==> config.mk <==
export PLATFORM = sky130hd
export DESIGN_NAME = pdas_front
export DESIGN_NICKNAME = d
export VERILOG_FILES = /design/src/design/assert_macros.svh /design/src/design/pdas_pkg.sv /design/src/design/pdas_front.sv
export SDC_FILE = /design/constraint.sdc
export NUM_CORES = 1
export LEC_CHECK = 0
export ABC_AREA = 1
export ABC_CLOCK_PERIOD_IN_PS = 5400
export CORE_MARGIN = 5
export CORE_UTILIZATION = 28
export DETAILED_ROUTE_END_ITERATION = 16
export DONT_BUFFER_PORTS = 1
export PLACE_DENSITY = 0.53
export REMOVE_ABC_BUFFERS = 1
export SETUP_SLACK_MARGIN = 0.05
export SLEW_MARGIN = 20
export SYNTH_ARGS = -nofsm -noshare
export SYNTH_HDL_FRONTEND = slang
export SYNTH_SLANG_ARGS = --single-unit
export TNS_END_PERCENT = 1
==> constraint.sdc <==
create_clock -name clk -period 5.4 [get_ports clk]
set_clock_uncertainty 0.05 [all_clocks]
set_input_delay 0.54 -clock clk [delete_from_list [all_inputs] [get_ports clk]]
set_output_delay 0.54 -clock clk [all_outputs]
set_load 0.02 [all_outputs]
==> src/design/assert_macros.svh <==
// Assertion macros used by the scheduler RTL (pdas_back).
// Included by modules that check internal invariants; empty under SYNTHESIS.
`ifndef ASSERT_MACROS_SVH
`define ASSERT_MACROS_SVH
`ifndef SYNTHESIS
`define PDAS_CHECK(name, clk, rstn, prop) \
	name: assert property (@(posedge clk) disable iff (!rstn) prop) \
		else $error("pdas check failed");
`define PDAS_NEVER(name, clk, rstn, expr) \
	name: assert property (@(posedge clk) disable iff (!rstn) !(expr)) \
		else $error("pdas forbidden condition");
`else
`define PDAS_CHECK(name, clk, rstn, prop)
`define PDAS_NEVER(name, clk, rstn, expr)
`endif
`endif

==> src/design/pdas_pkg.sv <==
// Types and constants of the per-destination aggregation scheduler.
// No dependencies; used by pdas_front, pdas_back, the top level and the testbench.
package pdas_pkg;

	localparam int IN_DATA_W  = 104;
	localparam int OUT_DATA_W = 64;
	localparam int CFG_IDX_W  = 2;
	localparam int MAX_OUT    = 16;
	localparam int K_W        = 5;
	localparam int FRAME_W    = 14;
	localparam int BYTES_W    = 17;
	localparam logic [BYTES_W-1:0] BYTES_MAX = 17'h1FFFF;

	localparam logic [CFG_IDX_W-1:0] CFG_MIN_SIZE = 2'd0;
	localparam logic [CFG_IDX_W-1:0] CFG_MAX_SIZE = 2'd1;
	localparam logic [CFG_IDX_W-1:0] CFG_TIMEOUT  = 2'd2;

	typedef enum logic [2:0] {
		ST_ACCEPTED   = 3'd0,
		ST_TABLE_FULL = 3'd1,
		ST_FIFO_FULL  = 3'd2,
		ST_NOTHING    = 3'd3,
		ST_SENT       = 3'd4
	} status_t;

	typedef enum logic [3:0] {
		S_IDLE,
		S_ENQ_SCAN,
		S_ENQ_UPD,
		S_DEQ_SCAN,
		S_DEQ_PICK,
		S_DEQ_SEL,
		S_DEQ_RD,
		S_DEQ_PROC,
		S_DEQ_FIN,
		S_DEQ_DLW,
		S_RESP
	} state_t;

	typedef struct packed {
		logic        func;
		logic [31:0] dest;
		logic [11:0] pkt_len;
		logic [9:0]  pkt_handle;
		logic [11:0] mark_limit;
		logic [31:0] now;
	} item_t;

endpackage

==> src/design/pdas_front.sv <==
// Input side: accepts words, decodes them into items, queues two of them.
// Depends on pdas_pkg.
module pdas_front (
	input  logic                           clk,
	input  logic                           arst_n,
	input  logic                           s_tvalid,
	output logic                           s_tready,
	input  logic [pdas_pkg::IN_DATA_W-1:0] s_tdata,
	input  logic                           s_tuser,
	output logic                           item_valid,
	input  logic                           item_ready,
	output pdas_pkg::item_t                item
);

	pdas_pkg::item_t q_q [2];
	logic            wr_ptr_q;
	logic            rd_ptr_q;
	logic [1:0]      cnt_q;
	pdas_pkg::item_t dec;
	logic            push;
	logic            pop;

	always_comb begin
		dec.func       = s_tuser;
		dec.dest       = s_tdata[31:0];
		dec.pkt_len    = s_tdata[43:32];
		dec.pkt_handle = s_tdata[53:44];
		dec.mark_limit = s_tdata[65:54];
		dec.now        = s_tdata[97:66];
	end

	assign s_tready   = cnt_q != 2'd2;
	assign item_valid = cnt_q != 2'd0;
	assign item       = q_q[rd_ptr_q];
	assign push       = s_tvalid && s_tready;
	assign pop        = item_valid && item_ready;

	always_ff @(posedge clk or negedge arst_n) begin
		if (!arst_n) begin
			wr_ptr_q <= 1'b0;
			rd_ptr_q <= 1'b0;
			cnt_q    <= 2'd0;
		end else begin
			if (push) wr_ptr_q <= ~wr_ptr_q;
			if (pop) rd_ptr_q <= ~rd_ptr_q;
			cnt_q <= cnt_q + {1'b0, push} - {1'b0, pop};
		end
	end

	always_ff @(posedge clk) begin
		if (push) begin
			q_q[wr_ptr_q] <= dec;
		end
	end

endmodule

# == After elaboration in Yosys (flattened, before gate mapping) ==
# Memories as Yosys holds them, arrays and structs flattened.
# Cells that the tools add are included.
# word_totals
input_bits,109
n_memories,1
elab_cells,14
ram_bits,198
ff_bits,4
# classes
n_bitwise,2
n_eq_ne,1
n_reduce_logical,3
n_addsub,2
n_mux,2
# memory_table
name,words,width,read_ports,rd_ports_with_merged_regs,wr,line,text
q_q,2,99,1,0,1,pdas_front.sv:15,pdas_pkg::item_t q_q [2];
# ops
cell,count
$add 2x1->2,1
$logic_and 1x1->1,2
$mux 1,2
$ne 2x2->1 const B,1
$not 1->1,2
$reduce_bool 2->1,1
$sub 2x1->2,1

# == Depth between registers and ports, before layout ==
# Gate-level depths: netlist (run 1).
# logic_depth
ltp_word,4
ltp_mapped,10
mapped_depth_nobuf,10

# == Least setup slack after synthesis (run 1) ==
# Ideal clock, no wire load.
# synth_timing
kind,register -> register
start,reg cnt_q[1]
end,mem q_q[1][0] (netlist bit) (enable)
setup_ns,0.558
synth_period_minus_slack_ns,5.442
stages_incl_launch_ff,4
t_arrival_ns,4.835
slack_ns,-0.042
n_path_buf,0
cell_sequence,dfrtp_1 > nand2_1 > nand2_1 > nor2_1
# synth_between
elab_chain_len,4
# synth_rtl
item,line,text
from (decl),pdas_front.sv:18,logic [1:0] cnt_q;
from (signal assigned),pdas_front.sv:46,"cnt_q <= cnt_q + {1'b0, push} - {1'b0, pop};"
$ne 2x2->1,pdas_front.sv:32,assign s_tready = cnt_q != 2'd2;
net s_tready,pdas_front.sv:7,"output logic s_tready,"
$logic_and 1x1->1,pdas_front.sv:35,assign push = s_tvalid && s_tready;
$mux 1,pdas_front.sv:51,if (push) begin
$mux 1 (implied by the code),pdas_front.sv:52,q_q[wr_ptr_q] <= dec;
to (decl),pdas_front.sv:15,
# The timed path passes the listed nets, and every way through them passes these cells.

==> summary.md, run 1 <==
## Final layout
• share of final-layout standard cells stronger than drive strength 1: 0.0750
• multi-input logic area: 1210 um^2
• post-layout instance area: 8450 um^2
• final standard cell utilization of the core: 0.323
• area overhead of the layout relative to synthesis: 13.3%
• number of filler instances in the final layout: 2590
• Storage cell area: 6050 um^2
• n_diodes: 0
• total number of nets in the final design: 668
• Final Instance Count excl. Fillers: 908

## Synthesis
• Post-Syn Area per Cell: 13.6 um^2
• Seq/Total Area, Yosys: 0.811
• Yosys warning total: 0
• Post-Syn Area: 7460 um^2
• Yosys reg bits: 202
• Cell variety after synth: 11
• top cells by area in the synthesized netlist: sky130_fd_sc_hd__edfxtp_1 80%, sky130_fd_sc_hd__nand2_1 16%, sky130_fd_sc_hd__buf_6 1.5%
• instance count of the mapped netlist: 548
• share of Yosys cell area claimed by the top area cell type: 0.797
• library cell occupying the most area in the post-synthesis netlist: sky130_fd_sc_hd__edfxtp_1

## Global routing
• global-route wire length before repair: 23.9 mm
• largest net degree at the start of global routing: 54
• gr ovfl total: 0
• overall routing resource usage: 0.102
• antenna violations before repair: 0
• via count of the first global-routing pass: 4071

## Detailed routing
• vias per cell: 4.31
• via count: 3914
• wire length after detailed routing: 15.9 mm
• Detailed Route Iter0 Violations: 192
• Routed WL per cell: 17.5 um
• post-detailed-route count of antenna-violating nets: 0
• drc violations: 0
• router iterations before antenna repair: 4

## Worst setup path
• Crit Path Category: reg -> out
• CP Data Required Time: 4810 ps
• Data arrival, critical path: 3020 ps
• peak fanout along the critical path: 51
• crit end category: primary output
• launching element type of the critical path: flop

## Clock network
• hold-fix buffer count after cts: 1
• htree depth: 1
• Clk Tree Root Cell: sky130_fd_sc_hd__clkbuf_16
• Gates resized, CTS repair: 0
• number of clock sinks: 202
• buffer count from post-CTS setup fixing: 0
• clock insertion delay at the later pin of the skew report: 490 ps
• CTS Buf Count: 22
• Max Root-Sink Buffers: 3
• clock tree from TritonCTS: yes
• clock-pin slew of the registers on the worst-case setup and hold paths: 60 ps

## Run
• maximum capacitance violations: 0

## STA
• final worst-path cycle share: 0.669
• peak clock frequency supported by timing: 277 MHz
• Final min period: 3610 ps
• number of setup violations in the final report: 0
• max-slew violation total from the final report: 0
• worst setup margin: 1790 ps
• relative slew slack: 0.498
• pin slew with the least headroom to its limit: 752 ps
• number of hold violations in the final report: 0
• RSZ-0062 raised after global routing: no

## Floorplan
• area of the die: 30000 um^2
• Placement Rows: 59
• Top Ports: 210
• vertical die dimension: 173 um
• core region area: 26100 um^2
• starting density of the core: 0.285
• Die Wd: 173 um

## Placed design
• worst slack, placed: 2210 ps
• placement-stage cell area: 7760 um^2
• Final Wtd Congestion: 0.719
• placed cell count: 867
• total half-perimeter wirelength after legalization and detailed placement: 10.5 mm
• buffers added on ports: 0

## Run status
• status: finished clean

## Min path
• path class of the lowest-slack min-delay path: in -> reg

## Pwr
• overall power consumption: 0.00512 W
• worst vdd rail ir drop: 0.316 mV
• pwr/cell area: 606 nW/um^2
• Lkg Pwr: 3.23 nW

## where the power goes
part,internal (W),switching [W]
combinational,0.000215,0.00125
clock,0.000803,0.000577
sequential,0.00214,0.000138
total,0.00316,0.00196
## flip-flops by register name, indices dropped and copies added, names as in the netlist
register  count
rd_ptr_q      1
cnt_q         2
wr_ptr_q      1
q_q         198
## path summary, 6_finish.rpt
kind / from / end / slack (ps) / cells after the start
max: rd_ptr_q / item[25] / 1790 / 4
min: s_tdata[24] / q_q[0][90] / 90 / 0
max reg2reg: rd_ptr_q / rd_ptr_q / 2810 / 4
min reg2reg: wr_ptr_q / wr_ptr_q / 430 / 2
max in group asynchronous: arst_n / rd_ptr_q / 4850 / 1
min in group asynchronous: arst_n / rd_ptr_q / 260 / 1
## Yosys cell counts (all sizes together)
library cell,instances
buf,21
dfrtp,4
edfxtp,198
ha,2
inv,9
nand2,310
nand3,3
nor2,1
## cell type report
| class | count | share of cell area |
|---|---|---|
| clock buffers | 28 | 0.0727 |
| well taps | 335 | 0.0496 |
| flip-flops and latches | 202 | 0.716 |
| inverters | 9 | 0.00444 |
| multi-input cells | 316 | 0.144 |
| repair buffers | 6 | 0.00563 |
| clock inverters | 12 | 0.00741 |
## metrics by stage
step | hold slack (ps) | TNS, ps
global route | 47.0 | 0
detailed placement | 195 | 0
finish | 87.2 | 0
floorplan | 194 | -4200
global placement | 195 | 0
CTS | 48.1 | 0
## cells by family after synthesis
kind of cell | synth area share
DFF | 0.811
buffers and inverters | 0.0273
and+or+nand+nor | 0.159
adders and majority gates | 0.00336
## per-layer routing
| metal | global-route usage | share of wire | vias to the layer above |
|---|---|---|---|
| met3 | 0.0566 | 0.11 | 24 |
| li1 | - | - | 1862 |
| met2 | 0.181 | 0.50 | 145 |
| met5 | 0 | 0 | - |
| met1 | 0.102 | 0.36 | 1883 |
| met4 | 0.0293 | 0.027 | 0 |
## critical path, cell delays in order, from the launching register on
cell and delay (ps):
sky130_fd_sc_hd__dfrtp_4 780, sky130_fd_sc_hd__clkinv_2 750, sky130_fd_sc_hd__buf_4 550, sky130_fd_sc_hd__nand2_1 130
sky130_fd_sc_hd__nand2_1 200
## layout by cell type, fill, tap and decap left out
master / count
sky130_fd_sc_hd__dlygate4sd3_1: 1
sky130_fd_sc_hd__buf_4: 5
sky130_fd_sc_hd__clkbuf_16: 23
sky130_fd_sc_hd__nand3_1: 3
sky130_fd_sc_hd__clkinvlp_4: 1
sky130_fd_sc_hd__ha_1: 2
sky130_fd_sc_hd__nor2_4: 1
sky130_fd_sc_hd__clkinv_1: 3
sky130_fd_sc_hd__clkbuf_1: 3
sky130_fd_sc_hd__nand2_1: 310
sky130_fd_sc_hd__clkinv_4: 1
sky130_fd_sc_hd__edfxtp_1: 198
sky130_fd_sc_hd__inv_4: 1
sky130_fd_sc_hd__clkinv_2: 8
sky130_fd_sc_hd__dfrtp_1: 3
sky130_fd_sc_hd__inv_1: 7
sky130_fd_sc_hd__dfrtp_4: 1
sky130_fd_sc_hd__clkbuf_8: 2
Note: power is estimated with default switching activity, not from simulation.
==> inputs of run 2 (changes only) <==
--- a/config.mk
+++ b/config.mk
@@ -6,7 +6,7 @@
 export NUM_CORES = 1
 export LEC_CHECK = 0
 export ABC_AREA = 1
-export ABC_CLOCK_PERIOD_IN_PS = 5400
+export ABC_CLOCK_PERIOD_IN_PS = 3000
 export CORE_MARGIN = 5
 export CORE_UTILIZATION = 28
 export DETAILED_ROUTE_END_ITERATION = 16
==> constraint.sdc (replaced) <==
create_clock -name clk -period 3 [get_ports clk]
set_clock_uncertainty 0.05 [all_clocks]
set_input_delay 0.3 -clock clk [delete_from_list [all_inputs] [get_ports clk]]
set_output_delay 0.3 -clock clk [all_outputs]
set_load 0.02 [all_outputs]
==> run 2 against run 1 <==
  * Total power rose by 84%
  * Via count is 7.9% higher
  * Combinational power is 97% higher
  * Critical endpoint is now item[51]
  * Largest power group unchanged
==> summary.md, run 2 (same netlist as run 1, synthesis figures left out) <==
## Clock network
• buffer count from post-CTS setup fixing: 0, unchanged
• hold-fix buffer count after cts: 103, was 1
• clock insertion delay at the later pin of the skew report: 500 ps, was 490 ps
• number of clock sinks: 202, unchanged
• htree depth: 1, unchanged
• Clk Tree Root Cell: sky130_fd_sc_hd__clkbuf_16, unchanged
• clock-pin slew of the registers on the worst-case setup and hold paths: 60 ps, about the same
• CTS Buf Count: 22, unchanged
• Max Root-Sink Buffers: 3, unchanged
• Gates resized, CTS repair: 0, unchanged
• clock tree from TritonCTS: yes, unchanged

## Global routing
• via count of the first global-routing pass: 4434, was 4071
• largest net degree at the start of global routing: 84, was 54
• global-route wire length before repair: 24.6 mm, was 23.9 mm
• overall routing resource usage: 0.103, was 0.102
• antenna violations before repair: 1, was 0
• gr ovfl total: 0, unchanged

## Pwr
• sequential fraction of design power: 0.429, was 0.445
• Lkg Pwr: 3.67 nW, was 3.23 nW
• switching power: 0.00355 W, was 0.00196 W
• worst vdd rail ir drop: 0.682 mV, was 0.316 mV
• Pint: 0.00586 W, was 0.00316 W
• pwr/cell area: 989 nW/um^2, was 606 nW/um^2
• power share of the clock group: 0.265, was 0.269
• Gate power share: 0.306, was 0.285
• overall power consumption: 0.00941 W, was 0.00512 W
• switching share of power: 0.378, was 0.383

## Floorplan
• Top Ports: 210, unchanged
• vertical die dimension: 173 um, unchanged
• core region area: 26100 um^2, unchanged
• starting density of the core: 0.285, unchanged
• Placement Rows: 59, unchanged
• Die Wd: 173 um, unchanged
• area of the die: 30000 um^2, unchanged

## Final layout
• most frequent cells in the layout: 310 x sky130_fd_sc_hd__nand2_1, 198 x sky130_fd_sc_hd__edfxtp_1, 103 x sky130_fd_sc_hd__dlygate4sd3_1, 23 x sky130_fd_sc_hd__clkbuf_16, 7 x sky130_fd_sc_hd__inv_1, was 310 x sky130_fd_sc_hd__nand2_1, 198 x sky130_fd_sc_hd__edfxtp_1, 23 x sky130_fd_sc_hd__clkbuf_16, 8 x sky130_fd_sc_hd__clkinv_2, 7 x sky130_fd_sc_hd__inv_1
• largest registers: q_q x198, cnt_q x2, unchanged
• largest register by flop count: q_q, unchanged
• Largest register FFs: 198, unchanged
• Final Instance Count excl. Fillers: 1012, was 908
• Storage cell area: 6050 um^2, unchanged
• total number of nets in the final design: 772, was 668
• most common cell after layout, fill and taps aside: sky130_fd_sc_hd__nand2_1, unchanged
• area overhead of the layout relative to synthesis: 27.6%, was 13.3%
• multi-input logic area: 1210 um^2, unchanged
• number of filler instances in the final layout: 2474, was 2590
• share of final-layout standard cells stronger than drive strength 1: 0.0577, was 0.0750

## Worst setup path
• Critical Path, Cell by Cell: clkinv_2 -> buf_12 -> nand2_1 -> nand2_1, was clkinv_2 -> buf_4 -> nand2_1 -> nand2_1
• Crit Path Category: reg -> out, unchanged
• CP Data Required Time: 2650 ps, was 4810 ps
• crit end category: primary output, unchanged
• most used cell, CP: sky130_fd_sc_hd__nand2_1, unchanged
• longest individual stage delay on the worst path: 600 ps, was 780 ps
• cell family with most CP delay: flip-flops, was buffers and inverters
• Data arrival, critical path: 1890 ps, was 3020 ps
• peak fanout along the critical path: 73, was 51
• master of the slowest instance on the critical path: sky130_fd_sc_hd__dfrtp_4, unchanged
• launching element type of the critical path: flop, unchanged
• number of buffers and inverters on the critical path: 2, unchanged

## Detailed routing
• wire length after detailed routing: 16.2 mm, was 15.9 mm
• post-detailed-route count of antenna-violating nets: 0, unchanged
• router iterations before antenna repair: 4, unchanged
• vias per cell: 4.17, was 4.31
• via count: 4223, was 3914
• drc violations: 0, unchanged
• Detailed Route Iter0 Violations: 190, was 192
• Routed WL per cell: 16.0 um, was 17.5 um

## STA
• number of hold violations in the final report: 0, unchanged
• number of setup violations in the final report: 0, unchanged
• relative slew slack: 0.540, was 0.498
• pin slew with the least headroom to its limit: 690 ps, was 752 ps
• RSZ-0062 raised after global routing: no, unchanged
• final sum of negative setup slack: 0 ps, unchanged
• Final min period: 2240 ps
• peak clock frequency supported by timing: 447 MHz
• final worst-path cycle share: 0.745
• max-slew violation total from the final report: 0, unchanged

## Run
• maximum capacitance violations: 0, unchanged

## Run status
• status: finished clean, unchanged

## Placed design
• Final Wtd Congestion: 0.702, was 0.719
• total half-perimeter wirelength after legalization and detailed placement: 10.4 mm, was 10.5 mm
• placed cell count: 869, was 867
• buffers added on ports: 0, unchanged

## Min path
• path class of the lowest-slack min-delay path: in -> reg, unchanged

-- run 2: cell types whose count changed in the layout (fill, tap and decap cells not counted), sizes merged --
cell | previous run | this run
diode | 0 | 1
bufinv | 0 | 1
dlygate4sd3 | 1 | 103
buf | 5 | 7
clkinv | 12 | 10
-- run 2: layer usage --
metal	wire [um]	up-vias	track usage	share of wire
met5	0	-	0	0
met4	481	0	0.0303	0.030
met3	1440	28	0.0421	0.089
met2	8180	167	0.188	0.50
met1	6120	1961	0.108	0.38
li1	-	2067	-	-
-- run 2: cell type report --
type / instances / share of cell area
inverter: 9 / 0.00395
sequential: 202 / 0.636
clock inverter: 11 / 0.00789
timing repair buffer: 110 / 0.118
antenna: 1 / 0.000263
multi-input combinational: 316 / 0.128
tap: 335 / 0.0441
clock buffer: 28 / 0.0625
-- run 2: through the flow --
stage / setup slack, ps / utilization / area, um^2 / hold slack, ps
6_report: 764 / 0.364 / 9510 / 399
3_5_place_dp: 991 / 0.299 / 7810 / -45.5
2_1_floorplan: -2440 / - / 7290 / -45.6
4_1_cts: 703 / 0.364 / 9510 / 368
3_3_place_gp: 1030 / 0.299 / 7810 / -45.5
5_1_grt: 630 / 0.364 / 9510 / 375
-- run 2: power groups by stage --
stage	sequential, W	clock [W]	combinational, W
after CTS	0.00405	0.00259	0.00298
final	0.00404	0.00249	0.00288
after detailed placement	0.00411	0	0.00284
after global routing	0.00410	0.00271	0.00319
after floorplan	0.00421	0	0.00206
after global placement	0.00408	0	0.00280
-- run 2: worst paths after layout --
path	start	to	slack, ps	depth (start not counted)
min in group asynchronous	arst_n	cnt_q[1]	570	2
worst max register to register	cnt_q[0]	q_q[0][9]	990	5
max in group asynchronous	arst_n	rd_ptr_q	2130	2
worst min-delay path	s_tdata[84]	q_q[0][18]	400	1
worst max-delay path	rd_ptr_q	item[51]	760	4
worst min register to register	wr_ptr_q	wr_ptr_q	420	2
-- run 2: worst register-to-register path, stage by stage (launching register included) --
cell,delay (ps)
sky130_fd_sc_hd__dfrtp_1,360
sky130_fd_sc_hd__inv_1,60
sky130_fd_sc_hd__nand2_1,230
sky130_fd_sc_hd__nand3_1,200
sky130_fd_sc_hd__inv_4,310
sky130_fd_sc_hd__buf_4,430
==> inputs of run 3 (changes only) <==
--- a/config.mk
+++ b/config.mk
@@ -6,12 +6,12 @@
 export NUM_CORES = 1
 export LEC_CHECK = 0
 export ABC_AREA = 1
-export ABC_CLOCK_PERIOD_IN_PS = 3000
+export ABC_CLOCK_PERIOD_IN_PS = 2100
 export CORE_MARGIN = 5
 export CORE_UTILIZATION = 28
 export DETAILED_ROUTE_END_ITERATION = 16
 export DONT_BUFFER_PORTS = 1
-export PLACE_DENSITY = 0.53
+export PLACE_DENSITY = 0.51
 export REMOVE_ABC_BUFFERS = 1
 export SETUP_SLACK_MARGIN = 0.05
 export SLEW_MARGIN = 20
==> constraint.sdc (replaced) <==
create_clock -name clk -period 2.1 [get_ports clk]
set_clock_uncertainty 0.05 [all_clocks]
set_input_delay 0.21 -clock clk [delete_from_list [all_inputs] [get_ports clk]]
set_output_delay 0.21 -clock clk [all_outputs]
set_load 0.02 [all_outputs]
==> run 3 against run 2 <==
  * Design area grew 2.3%
  * Largest power group unchanged
  * Combinational power grew 60%
  * Sequential power is 41% higher
  * Via count is 3.2% higher
  * Count of clock-buffer cells in the layout unchanged
  * Global-route usage increased by 0.24 points
==> summary.md, run 3 (same netlist as run 1, synthesis figures left out) <==
## STA
• Worst Hold Slack: 316 ps, was 399 ps
• number of hold violations in the final report: 0, unchanged
• number of setup violations in the final report: 0, unchanged
• final worst-path cycle share: 0.942
• Final min period: 1980 ps
• RSZ-0062 raised after global routing: yes, was no
• peak clock frequency supported by timing: 506 MHz
• pin slew with the least headroom to its limit: 318 ps, was 690 ps
• max-slew violation total from the final report: 0, unchanged
• final sum of negative setup slack: 0 ps, unchanged
• relative slew slack: 0.788, was 0.540

## Clock network
• Max Root-Sink Buffers: 3, unchanged
• clock tree from TritonCTS: yes, unchanged
• number of clock sinks: 202, unchanged
• clock insertion delay at the later pin of the skew report: 490 ps, was 500 ps
• Clk Tree Root Cell: sky130_fd_sc_hd__clkbuf_16, unchanged
• CTS Buf Count: 22, unchanged
• htree depth: 1, unchanged
• clock-pin slew of the registers on the worst-case setup and hold paths: 60 ps, about the same

## Pwr
• Lkg Pwr: 3.74 nW, was 3.67 nW
• pwr/cell area: 1430 nW/um^2, was 989 nW/um^2
• worst vdd rail ir drop: 0.693 mV, was 0.682 mV
• overall power consumption: 0.0139 W, was 0.00941 W

## Worst setup path
• crit end category: primary output, unchanged
• master of the slowest instance on the critical path: sky130_fd_sc_hd__dfrtp_4, unchanged
• peak fanout along the critical path: 26, was 73
• Crit Path Category: reg -> out, unchanged
• longest individual stage delay on the worst path: 500 ps, was 600 ps
• launching element type of the critical path: flop, unchanged
• most used cell, CP: sky130_fd_sc_hd__nand2_1, unchanged
• Data arrival, critical path: 1720 ps, was 1890 ps
• CP Data Required Time: 1840 ps, was 2650 ps
• Critical Path, Cell by Cell: clkinv_2 -> bufbuf_16 -> nand2_1 -> nand2_1, was clkinv_2 -> buf_12 -> nand2_1 -> nand2_1
• register-to-register setup slack: 350 ps, was 990 ps

## Min path
• path class of the lowest-slack min-delay path: in -> reg, unchanged

## Floorplan
• area of the die: 30000 um^2, unchanged
• Die Wd: 173 um, unchanged
• core region area: 26100 um^2, unchanged
• vertical die dimension: 173 um, unchanged
• Placement Rows: 59, unchanged
• Top Ports: 210, unchanged
• starting density of the core: 0.285, unchanged

## Global routing
• largest net degree at the start of global routing: 53, was 84
• overall routing resource usage: 0.105, was 0.103
• antenna violations before repair: 0, was 1
• global-route wire length before repair: 25.2 mm, was 24.6 mm
• via count of the first global-routing pass: 4561, was 4434
• gr ovfl total: 0, unchanged

## Final layout
• most common cell after layout, fill and taps aside: sky130_fd_sc_hd__nand2_1, unchanged
• share of final-layout standard cells stronger than drive strength 1: 0.104, was 0.0577
• largest registers: q_q x198, cnt_q x2, unchanged
• Largest register FFs: 198, unchanged
• most frequent cells in the layout: 287 x sky130_fd_sc_hd__nand2_1, 198 x sky130_fd_sc_hd__edfxtp_1, 103 x sky130_fd_sc_hd__dlygate4sd3_1, 23 x sky130_fd_sc_hd__nand2_2, 23 x sky130_fd_sc_hd__clkbuf_16, was 310 x sky130_fd_sc_hd__nand2_1, 198 x sky130_fd_sc_hd__edfxtp_1, 103 x sky130_fd_sc_hd__dlygate4sd3_1, 23 x sky130_fd_sc_hd__clkbuf_16, 7 x sky130_fd_sc_hd__inv_1
• n_diodes: 0, was 1
• number of filler instances in the final layout: 2465, was 2474
• multi-input logic area: 1270 um^2, was 1210 um^2
• largest register by flop count: q_q, unchanged
• Storage cell area: 6050 um^2, unchanged
• area overhead of the layout relative to synthesis: 30.5%, was 27.6%
• final standard cell utilization of the core: 0.372, was 0.364
• total number of nets in the final design: 778, was 772

## Placed design
• buffers added on ports: 0, unchanged
• total half-perimeter wirelength after legalization and detailed placement: 10.8 mm, was 10.4 mm
• Final Wtd Congestion: 0.712, was 0.702

## Detailed routing
• Detailed Route Iter0 Violations: 214, was 190
• router iterations before antenna repair: 4, unchanged
• Routed WL per cell: 16.2 um, was 16.0 um
• post-detailed-route count of antenna-violating nets: 0, unchanged
• drc violations: 0, unchanged
• wire length after detailed routing: 16.5 mm, was 16.2 mm
• vias per cell: 4.28, was 4.17
• via count: 4360, was 4223

## Run status
• status: finished clean, unchanged

## Run
• maximum capacitance violations: 0, unchanged

[run 3: final cells by class]
cell class	count	area share
Clock buffer	28	0.0611
Multi-Input combinational cell	316	0.131
Sequential cell	202	0.622
Inverter	9	0.00386
Tap cell	335	0.0431
Timing Repair Buffer	116	0.130
Clock inverter	12	0.00913
[run 3: worst paths after layout]
kind | end | startpoint | depth (start not counted)
hold reg to reg | wr_ptr_q | wr_ptr_q | 2
min in group asynchronous | wr_ptr_q | arst_n | 2
setup / recovery | item[49] | rd_ptr_q | 4
max in group asynchronous | rd_ptr_q | arst_n | 2
setup reg to reg | q_q[0][91] | cnt_q[0] | 5
hold / removal | q_q[1][76] | s_tdata[10] | 1
[run 3: repair_timing]
item / 4_1_cts / 5_1_grt
endpoints found under the setup margin: 86 / 8
hold buffers: 103 / 0
resized for setup: 23 / 1
setup buffers: 3 / 0
cloned: 1 / 0
hold endpoints to repair: 204 / 0
[run 3: power by group]
part           total, W  internal [W]  switching (W)
Combinational   0.00461       0.00105        0.00356
Sequential      0.00571       0.00549       0.000213
Clock           0.00359       0.00212        0.00147
Total            0.0139       0.00867        0.00524
[run 3: through the flow]
| step | setup WS [ps] | instances | cell area [um^2] |
|---|---|---|---|
| floorplan | -3340 | 527 | 7290 |
| global placement | 408 | 871 | 7890 |
| detailed placement | 366 | 871 | 7890 |
| CTS | 73.5 | 1018 | 9730 |
| global route | 33.4 | 1018 | 9730 |
| finish | 123 | 1018 | 9730 |
[run 3: critical path: cells and delay by family, from the launching register on]
kind / cells / cell delay (ps)
flops: 1 / 500
buf+inv: 2 / 470
simple gates: 2 / 260
[run 3: layer usage]
metal,GRT usage,vias up,part of all wire
met5,0,-,0
met4,0.0339,0,0.033
met3,0.0395,29,0.083
met2,0.194,159,0.51
met1,0.110,2087,0.37
li1,-,2085,-
